--- config.mk ---
export PLATFORM = sky130hd
export DESIGN_NAME = priority_sorted_task_queue_top
export DESIGN_NICKNAME = d
export VERILOG_FILES = /design/src/psq_pkg.sv /design/src/psq_ctrl.sv /design/src/psq_datapath.sv /design/src/priority_sorted_task_queue_top.sv
export SDC_FILE = /design/constraint.sdc
export NUM_CORES = 2
export LEC_CHECK = 0
export ABC_AREA = 1
export BUFFER_PORTS_ARGS = -buffer_cell sky130_fd_sc_hd__buf_4
export CAP_MARGIN = 20
export CORE_AREA = 2 2 437 266
export DETAILED_ROUTE_END_ITERATION = 10
export DIE_AREA = 0 0 439 268
export SYNTH_ARGS = -nofsm -noshare
export SYNTH_HDL_FRONTEND = slang
export SYNTH_SLANG_ARGS = --single-unit
--- constraint.sdc ---
create_clock -name clk -period 13 [get_ports clk]
set_clock_uncertainty 0.1 [all_clocks]
set_input_delay 1.3 -clock clk [delete_from_list [all_inputs] [get_ports clk]]
set_output_delay 1.3 -clock clk [all_outputs]
set_load 0.01 [all_outputs]
--- src/psq_pkg.sv ---
// Shared operation codes and controller command type for the priority sorted task queue.
package psq_pkg;

  localparam logic [1:0] FUNC_ADD    = 2'd0;
  localparam logic [1:0] FUNC_REMOVE = 2'd1;
  localparam logic [1:0] FUNC_CLEAR  = 2'd2;
  localparam logic [1:0] FUNC_READ   = 2'd3;

  localparam logic signed [7:0] REALTIME_LEVEL_RESET = 8'sd127;

  typedef struct packed {
    logic capture;
    logic execute;
  } psq_cmd_t;

endpackage

--- src/psq_ctrl.sv ---
// Controller state machine that sequences request capture, execution and result handoff.
module psq_ctrl (
  input  logic              clk,
  input  logic              rst,
  input  logic              in_valid,
  output logic              in_ready,
  output logic              out_valid,
  input  logic              out_ready,
  output psq_pkg::psq_cmd_t cmd
);

  localparam logic ST_IDLE = 1'b0;
  localparam logic ST_EXEC = 1'b1;

  logic state;
  logic state_next;
  logic out_valid_next;
  logic out_free;

  assign in_ready = (state == ST_IDLE);
  assign out_free = !out_valid || out_ready;

  always_comb begin
    state_next     = state;
    out_valid_next = out_valid && !out_ready;
    cmd.capture    = 1'b0;
    cmd.execute    = 1'b0;
    case (state)
      ST_IDLE: begin
        if (in_valid) begin
          cmd.capture = 1'b1;
          state_next  = ST_EXEC;
        end
      end
      ST_EXEC: begin
        if (out_free) begin
          cmd.execute    = 1'b1;
          out_valid_next = 1'b1;
          state_next     = ST_IDLE;
        end
      end
      default: begin
        state_next = ST_IDLE;
      end
    endcase
  end

  always_ff @(posedge clk) begin
    if (rst) begin
      state     <= ST_IDLE;
      out_valid <= 1'b0;
    end else begin
      state     <= state_next;
      out_valid <= out_valid_next;
    end
  end

endmodule

--- src/psq_datapath.sv ---
// Datapath holding the sorted entry list, realtime slot, request registers and result registers.
module psq_datapath #(
  parameter int QUEUE_DEPTH = 32
) (
  input  logic                clk,
  input  logic                rst,
  input  psq_pkg::psq_cmd_t   cmd,
  input  logic                cfg_we,
  input  logic [7:0]          cfg_wdata,
  input  logic [1:0]          func,
  input  logic [7:0]          task_id,
  input  logic signed [7:0]   priority_req,
  input  logic [5:0]          index,
  output logic                ok,
  output logic [5:0]          count,
  output logic                entry_valid,
  output logic [7:0]          entry_id,
  output logic signed [7:0]   entry_priority,
  output logic                realtime_valid,
  output logic [7:0]          realtime_id
);

  localparam int CW = $clog2(QUEUE_DEPTH + 1);
  localparam int IW = (QUEUE_DEPTH > 1) ? $clog2(QUEUE_DEPTH) : 1;

  logic [1:0]        func_q;
  logic [7:0]        id_q;
  logic signed [7:0] prio_q;
  logic [5:0]        index_q;

  logic signed [7:0] realtime_level;
  logic              rt_held;
  logic [7:0]        rt_task;
  logic [CW-1:0]     cnt;

  logic [7:0]        ids [QUEUE_DEPTH];
  logic signed [7:0] prs [QUEUE_DEPTH];
  logic [7:0]        ids_next [QUEUE_DEPTH];
  logic signed [7:0] prs_next [QUEUE_DEPTH];

  logic [QUEUE_DEPTH-1:0] match;
  logic [QUEUE_DEPTH-1:0] after;
  logic [QUEUE_DEPTH-1:0] past;
  logic [IW-1:0]          match_pos;
  logic                   found;
  logic                   full;
  logic                   is_rt;
  logic                   add_ok;
  logic                   do_ins;
  logic                   do_rem;
  logic                   rd_valid;
  logic [IW-1:0]          rd_addr;

  always_comb begin
    for (int i = 0; i < QUEUE_DEPTH; i++) begin
      match[i] = (CW'(i) < cnt) && (ids[i] == id_q);
      after[i] = !(CW'(i) < cnt) || (prs[i] < prio_q);
    end
    for (int b = 0; b < IW; b++) begin
      match_pos[b] = 1'b0;
      for (int i = 0; i < QUEUE_DEPTH; i++) begin
        if (((i >> b) & 1) == 1) begin
          match_pos[b] = match_pos[b] | match[i];
        end
      end
    end
    found = |match;
    for (int i = 0; i < QUEUE_DEPTH; i++) begin
      past[i] = found && (IW'(i) >= match_pos);
    end
  end

  assign full     = (cnt >= CW'(QUEUE_DEPTH));
  assign is_rt    = (prio_q == realtime_level);
  assign add_ok   = !full && !found && !(is_rt && rt_held);
  assign do_ins   = (func_q == psq_pkg::FUNC_ADD) && add_ok;
  assign do_rem   = (func_q == psq_pkg::FUNC_REMOVE) && found;
  assign rd_valid = ({1'b0, index_q} < 7'(cnt)) && ({1'b0, index_q} < 7'(QUEUE_DEPTH));
  assign rd_addr  = index_q[IW-1:0];

  for (genvar g = 0; g < QUEUE_DEPTH; g++) begin : g_entry
    logic [7:0]        ins_id;
    logic signed [7:0] ins_pr;
    logic [7:0]        rem_id;
    logic signed [7:0] rem_pr;
    if (g == 0) begin : g_first
      assign ins_id = id_q;
      assign ins_pr = prio_q;
    end else begin : g_rest
      assign ins_id = after[g-1] ? ids[g-1] : id_q;
      assign ins_pr = after[g-1] ? prs[g-1] : prio_q;
    end
    if (g == QUEUE_DEPTH - 1) begin : g_last
      assign rem_id = ids[g];
      assign rem_pr = prs[g];
    end else begin : g_inner
      assign rem_id = ids[g+1];
      assign rem_pr = prs[g+1];
    end
    assign ids_next[g] = (do_ins && after[g]) ? ins_id :
                         (do_rem && past[g])  ? rem_id : ids[g];
    assign prs_next[g] = (do_ins && after[g]) ? ins_pr :
                         (do_rem && past[g])  ? rem_pr : prs[g];
  end

  always_ff @(posedge clk) begin
    if (cmd.capture) begin
      func_q  <= func;
      id_q    <= task_id;
      prio_q  <= priority_req;
      index_q <= index;
    end
    if (cmd.execute) begin
      for (int i = 0; i < QUEUE_DEPTH; i++) begin
        ids[i] <= ids_next[i];
        prs[i] <= prs_next[i];
      end
    end
  end

  always_ff @(posedge clk) begin
    if (rst) begin
      realtime_level <= psq_pkg::REALTIME_LEVEL_RESET;
      rt_held        <= 1'b0;
      rt_task        <= 8'd0;
      cnt            <= '0;
    end else begin
      if (cfg_we) begin
        realtime_level <= cfg_wdata;
      end
      if (cmd.execute) begin
        case (func_q)
          psq_pkg::FUNC_ADD: begin
            if (add_ok) begin
              cnt <= cnt + CW'(1);
              if (is_rt) begin
                rt_held <= 1'b1;
                rt_task <= id_q;
              end
            end
          end
          psq_pkg::FUNC_REMOVE: begin
            if (rt_held && (rt_task == id_q)) begin
              rt_held <= 1'b0;
              rt_task <= 8'd0;
            end
            if (found) begin
              cnt <= cnt - CW'(1);
            end
          end
          psq_pkg::FUNC_CLEAR: begin
            cnt <= '0;
          end
          default: begin
          end
        endcase
      end
    end
  end

  // Result registers are loaded with the post-operation state.
  always_ff @(posedge clk) begin
    if (cmd.execute) begin
      entry_valid    <= 1'b0;
      entry_id       <= 8'd0;
      entry_priority <= 8'sd0;
      case (func_q)
        psq_pkg::FUNC_ADD: begin
          ok             <= add_ok;
          count          <= 6'(add_ok ? cnt + CW'(1) : cnt);
          realtime_valid <= rt_held || (add_ok && is_rt);
          realtime_id    <= (add_ok && is_rt) ? id_q : (rt_held ? rt_task : 8'd0);
        end
        psq_pkg::FUNC_REMOVE: begin
          ok             <= found;
          count          <= 6'(found ? cnt - CW'(1) : cnt);
          realtime_valid <= rt_held && (rt_task != id_q);
          realtime_id    <= (rt_held && (rt_task != id_q)) ? rt_task : 8'd0;
        end
        psq_pkg::FUNC_CLEAR: begin
          ok             <= 1'b1;
          count          <= 6'd0;
          realtime_valid <= rt_held;
          realtime_id    <= rt_held ? rt_task : 8'd0;
        end
        default: begin
          ok             <= rd_valid;
          count          <= 6'(cnt);
          entry_valid    <= rd_valid;
          entry_id       <= rd_valid ? ids[rd_addr] : 8'd0;
          entry_priority <= rd_valid ? prs[rd_addr] : 8'sd0;
          realtime_valid <= rt_held;
          realtime_id    <= rt_held ? rt_task : 8'd0;
        end
      endcase
    end
  end

endmodule

--- src/priority_sorted_task_queue_top.sv ---
// Top level of the priority sorted task queue: controller and datapath.
//
// Each request is captured in the cycle it is accepted and executed once the
// result register is free, when every list entry compares its id and priority in
// parallel and shifts by one place to insert or close a gap. The result waits in
// an output register, and one further request is taken while it waits; that
// request executes as soon as the result register is free. Entries are kept in
// descending priority, equal priorities in arrival order. realtime_level may be
// written only while no request is outstanding.
module priority_sorted_task_queue_top #(
  parameter int QUEUE_DEPTH = 32
) (
  input  logic              clk,
  input  logic              rst,
  input  logic              cfg_we,
  input  logic [7:0]        cfg_wdata,
  input  logic              in_valid,
  output logic              in_ready,
  input  logic [1:0]        func,
  input  logic [7:0]        task_id,
  input  logic signed [7:0] priority_req,
  input  logic [5:0]        index,
  output logic              out_valid,
  input  logic              out_ready,
  output logic              ok,
  output logic [5:0]        count,
  output logic              entry_valid,
  output logic [7:0]        entry_id,
  output logic signed [7:0] entry_priority,
  output logic              realtime_valid,
  output logic [7:0]        realtime_id
);

  psq_pkg::psq_cmd_t cmd;

  psq_ctrl u_ctrl (
    .clk       (clk),
    .rst       (rst),
    .in_valid  (in_valid),
    .in_ready  (in_ready),
    .out_valid (out_valid),
    .out_ready (out_ready),
    .cmd       (cmd)
  );

  psq_datapath #(
    .QUEUE_DEPTH (QUEUE_DEPTH)
  ) u_datapath (
    .clk            (clk),
    .rst            (rst),
    .cmd            (cmd),
    .cfg_we         (cfg_we),
    .cfg_wdata      (cfg_wdata),
    .func           (func),
    .task_id        (task_id),
    .priority_req   (priority_req),
    .index          (index),
    .ok             (ok),
    .count          (count),
    .entry_valid    (entry_valid),
    .entry_id       (entry_id),
    .entry_priority (entry_priority),
    .realtime_valid (realtime_valid),
    .realtime_id    (realtime_id)
  );

endmodule

Yosys cells after proc, flatten, opt, wreduce, memory -nomap -nowiden --
Memory sizes are Yosys's and may differ from the RTL's. A register that Yosys moved wholly into a read port is not among the register bits. Cells that the tools add are included.
Word-level totals: memory bits (writable) 512, latch bits 0, word-level logic and storage cells 662, input bits 37, memories 2, register bits after elaboration 66, bits in read-only memories 0
Cells by class: add/subtract/negate cells 2, bitwise logic cells 77, multiplexer cells 215, equality and inequality tests 40, $mul 0, divide/modulo/power cells 0, order comparisons 98, shifts and indexed selects 0, reductions and logical operators 213
Memory list:
- u_datapath.ids | depth 32, width 8, rd ports 33, clocked after Yosys merged registers in 1, wr ports 32, line psq_datapath.sv:36 | logic [7:0] ids [QUEUE_DEPTH];
- u_datapath.prs | depth 32, width 8, rd ports 33, clocked after Yosys merged registers in 1, wr ports 32, line psq_datapath.sv:37 | logic signed [7:0] prs [QUEUE_DEPTH];
Operators with widths (number):
- two-way mux 8 bit | 194
- == test 8 bit | 34
- < comparator 8 bit | 32
- logical AND 1 bit | 136
- < comparator 5 x 6 -> 1 bit, first input constant | 16
- >= comparator 5 bit, first input constant | 15
- bitwise OR 1 bit | 75
- < comparator 4 x 6 -> 1 bit, first input constant | 8
- >= comparator 4 x 5 -> 1 bit, first input constant | 8
- logical NOT 1 bit | 37
- logical OR 1 bit | 34
- one-hot mux 8 bit (2 select lines) | 2
- OR reduction 32 bit | 1
- < comparator 3 x 6 -> 1 bit, first input constant | 4
- >= comparator 3 x 5 -> 1 bit, first input constant | 4
- one-hot mux 6 bit (3 select lines) | 1
- < comparator 1 x 6 -> 1 bit, first input constant | 2
- < comparator 2 x 6 -> 1 bit, first input constant | 2
- two-way mux 1 bit | 12
- two-way mux 6 bit | 2
- >= comparator 1 x 5 -> 1 bit, first input constant | 2
- >= comparator 2 x 5 -> 1 bit, first input constant | 2
- != test 8 bit | 1
- adder 6 x 1 -> 6 bit, second input constant | 1
- other kinds (16) | 20

Logic depth before layout (Yosys ltp) --
word-level depth 22, depth in mapped cells 23

Hierarchy --
From an unflattened synthesis, not the netlist that was laid out.
Second synthesis, totals: cells, all modules 5967, area, all modules 44687.9 µm²
By module, submodules not included:
- psq_datapath | area each 44604.0 µm², instances 1, cells each 5956, seq. area each 17546.8 µm²
- psq_ctrl | area each 83.8 µm², instances 1, cells each 11, seq. area each 40.0 µm²

Least setup slack after synthesis --
No wires, ideal clock.
kind reg2reg, from reg, netlist name u_datapath.g_entry[0].ins_pr[1], to mem u_datapath.ids[13][0], enable pin, stages on the path, launching flop included 19, data required time 12.506 ns, slack 8.136 ns, data arrival time 4.369 ns, cells stage by stage edfxtp_1 -> clkbuf_1 -> inv_1 -> clkbuf_1 -> clkbuf_1 -> ha_1 -> o21ai_0 -> nand2_1 -> a21o_1 -> a21oi_1 -> o21ai_0 -> nand2_1 -> nand2_1 -> nand2_1 -> clkinv_1 -> nor2_2 -> inv_1 -> clkbuf_1 -> a21oi_1
RTL lines (line):
- end: declaration | psq_datapath.sv:36

==> results.cfg <==
[clocking]
cts.clk_slew.worst_paths_ns = 0.06
clk_path_buf_depth = 3
postCtsSetupBuffers = 0
numClockSinks = 594
cts_tree = yes
htreeDepth = 3
cts_resized = 0
clk_latency_ns = 0.69
cts_hold_buf = 0
cts_inserted_buffers = 67
clockRootBuffer = clkbuf_16

[floorplan]
initial_core_util_pct = 38.8
core_area_mm2 = 0.114
num_rows = 96
die_h_um = 268
io_pins = 72
die_area_mm2 = 0.118
die_x_um = 439

[pwr]
internal-power_w = 0.00360
pwr-share-clk_pct = 40.5
powerDensity_mw_per_mm2 = 107
pwr-share-seq_pct = 42.9
switchingPower_w = 0.00157
leakage_nw = 19.3
comb_power_share_pct = 16.5
ir_drop_v = 0.0000702
swShare_pct = 30.4

[layout]
area_growth_pct = 9.45
nets = 5870
fin_area_mm2 = 0.0481
final_layout_size_suffix_gt1_share_pct = 7.28

[worst_setup_path]
r2r_start = u_datapath.g_entry[0].ins_id[6]
critPathSlowestCell = a21oi_2
cpLargestDelayFamily = simple AND/OR/NAND/NOR gates
worstPathCellList = buf_4 -> buf_4 -> inv_2 -> nand2_1 -> nand4_1 -> nor2_1 -> nand3_1 -> nand2_1 -> nor2_1 -> nand2_1 -> nor2_4 -> nand2_4 -> nor2_8 -> nand2_2 -> buf_4 -> nor2_4 -> a21oi_1 -> a21oi_2
reg2reg_to = u_datapath.ids[2][7]
rr_worst_depth = 18
critPathKind = reg2reg
rrSetupSlack_ns = 6.53
worstSetupEndpointType = flip-flop
slowest_delay_ns = 0.89
path_max_fanout = 33
start_kind = flip-flop
cp.arrival_ns = 6.66
crit_buf_inv = 4
required_ns = 13.19

[drt]
route.detailed.drc = 0
drt_iter0_markers = 7089
routed_wl_um = 193000
num_vias = 43662
ant_nets = 0
post_drt_wl_per_cell_um = 26.9
drt_pass1_iterations = 8
avgViaCountPerCell = 6.08

[synthesis]
synth_area_leaders = edfxtp_1, nand2_1, o21ai_0
synth_cell_types = 48
yosysTopAreaCell = edfxtp_1
yosysWarnings = 0
synth-seq-cells = 594
synth_top_area_share_pct = 38.8
synth_nets = 5996
synth_edf_count = 569
syn_avg_cell_area_um2 = 7.67
ys_seq_area_share_pct = 40.0
async_flop_share_pct = 0
synthCells = 5733
synth-main-ff-cell = edfxtp_1
synth_area_mm2 = 0.0440

[worst_hold_path]
min_from = u_datapath.realtime_level[0]
hold_path_end = u_datapath.realtime_level[0]
min_path_type = reg2reg
hold-path-cell-count = 2

[place]
globalplace.congestion = 1.00
hpwl_um = 140000
io_buffers = 71
placed_area_mm2 = 0.0458
place_ws_ns = 6.68

[job]
max_cap_viol_count = 0

[timing]
hold_viol_final = 0
fin_crit_ns = 6.47
setup_viol = 0
rsz0062_at_grt = false
maxSlewViolCount = 0
setup_ws_ns = 6.53
maxSlewHeadroom_pct = 22.1
tightest_slew_ns = 1.17
fmax_ghz = 0.154
fin_crit_sh_pct = 49.8
finalSetupTns_ns = 0

[global_routing]
grt_max_degree = 84
grt_overflow = 0
track_usage_pct = 32.1
grt_pass1_vias = 39187
antenna_found_initial = 4
grt_pass1_wl_um = 277000

[outcome]
outcome = completed
-- final cells by class --
class	count	area (um2)
Sequential cell	594	17600
Tap cell	1519	1900
Inverter	510	1920
Clock inverter	34	372
Fill cell	11492	65400
Clock buffer	85	1910
Antenna cell	1	2.50
Multi-Input combinational cell	4222	22800
Timing Repair Buffer	212	1700
-- synthesized netlist by cell type, types with 16 or more instances --
cell,count
a21oi_1,399
a311oi_1,16
a31oi_1,45
and3_1,16
buf_1,17
buf_2,86
buf_4,23
clkbuf_1,273
dfxtp_1,25
edfxtp_1,569
ha_1,226
inv_1,480
inv_2,19
nand2_1,1422
nand3_1,272
nand4_1,79
nor2_1,315
o211ai_1,355
o21a_1,19
o21ai_0,698
o21ai_1,76
o31ai_1,31
or2_2,24
xnor2_1,118
-- tightest hold or removal path: stages, from the launching register on --
cell	delay, ns
dfxtp_1	0.34
nand2_1	0.06
nand3_1	0.05
-- per-layer routing --
layer  track usage, %  vias to the layer above  wire, um  part of all wire [%]
met5                0                        -        23                 0.012
met4             7.42                        4      4390                   2.3
met3             14.1                      239     32400                    17
met2             39.9                     2906     70300                    36
met1             49.2                    20834     86200                    45
li1                 -                    19679         -                     -
-- stage by stage --
| step | std cells | total power, W | util [%] | hold slack [ns] |
|---|---|---|---|---|
| after floorplan | 5733 | 0.00274 | - | 0.343 |
| after detailed placement | 7052 | 0.00307 | 40.3 | 0.368 |
| after CTS | 7171 | 0.00514 | 42.3 | 0.385 |
| after global routing | 7177 | 0.00532 | 42.4 | 0.413 |
| after global placement | 7050 | 0.00306 | 40.3 | 0.362 |
| final | 7177 | 0.00518 | 42.4 | 0.380 |
-- cell usage in the layout, fill, tap and decap left out, types with 16 or more instances in the layout --
| cell type | count |
|---|---|
| inv_2 | 28 |
| inv_1 | 470 |
| a21oi_1 | 392 |
| dfxtp_1 | 25 |
| a311oi_1 | 16 |
| and3_1 | 16 |
| o21ai_0 | 698 |
| nand3_1 | 272 |
| buf_4 | 203 |
| o21ai_1 | 76 |
| ha_1 | 226 |
| xnor2_1 | 118 |
| clkinv_1 | 22 |
| nand2_1 | 1422 |
| o31ai_1 | 31 |
| o21a_1 | 19 |
| nor2_1 | 310 |
| a31oi_1 | 45 |
| nand4_1 | 79 |
| clkbuf_16 | 74 |
| or2_2 | 24 |
| nor2_2 | 19 |
| edfxtp_1 | 569 |
| o211ai_1 | 355 |
-- registers in the layout, summed over array words and instances (netlist names), 6 cells and up --
name and flops:
u_datapath.ids 256, u_datapath.prs 256, u_datapath.entry_id 8, u_datapath.entry_priority 8
u_datapath.g_entry.ins_id 8, u_datapath.g_entry.ins_pr 8, u_datapath.realtime_id 8, u_datapath.realtime_level 8
u_datapath.rt_task 8, u_datapath.cnt 6, u_datapath.count 6, u_datapath.index_q 6
-- logic make-up (layout without fill, tap and decap cells) --
group | count (synthesis) | after routing | synth area share (%)
fa+ha+maj | 226 | 226 | 6.43
xor+xnor | 132 | 132 | 2.63
other cells | 0 | 1 | 0
flops | 594 | 594 | 40.0
compound gates | 1677 | 1677 | 21.9
buf+inv | 917 | 841 | 8.41
simple gates | 2187 | 2187 | 20.7
-- worst max path at each step --
stage                                  to                             from  cells past startpoint
floorplan           u_datapath.ids[13][0]  u_datapath.g_entry[0].ins_pr[1]                     18
global placement     u_datapath.prs[4][0]  u_datapath.g_entry[0].ins_id[6]                     18
detailed placement   u_datapath.prs[4][1]  u_datapath.g_entry[0].ins_id[6]                     19
CTS                  u_datapath.ids[4][7]  u_datapath.g_entry[0].ins_id[4]                     18
global route         u_datapath.prs[2][7]  u_datapath.g_entry[0].ins_id[6]                     18
finish               u_datapath.ids[2][7]  u_datapath.g_entry[0].ins_id[6]                     18
-- power by group through the flow --
stage | Sequential (W) | Combinational (W) | Clock, W
4_1_cts | 0.00222 | 0.000817 | 0.00211
2_1_floorplan | 0.00224 | 0.000505 | 0
3_3_place_gp | 0.00226 | 0.000801 | 0
5_1_grt | 0.00223 | 0.000918 | 0.00218
3_5_place_dp | 0.00226 | 0.000814 | 0
6_report | 0.00222 | 0.000856 | 0.00210
No activity file was read; power rests on OpenSTA's default activity.
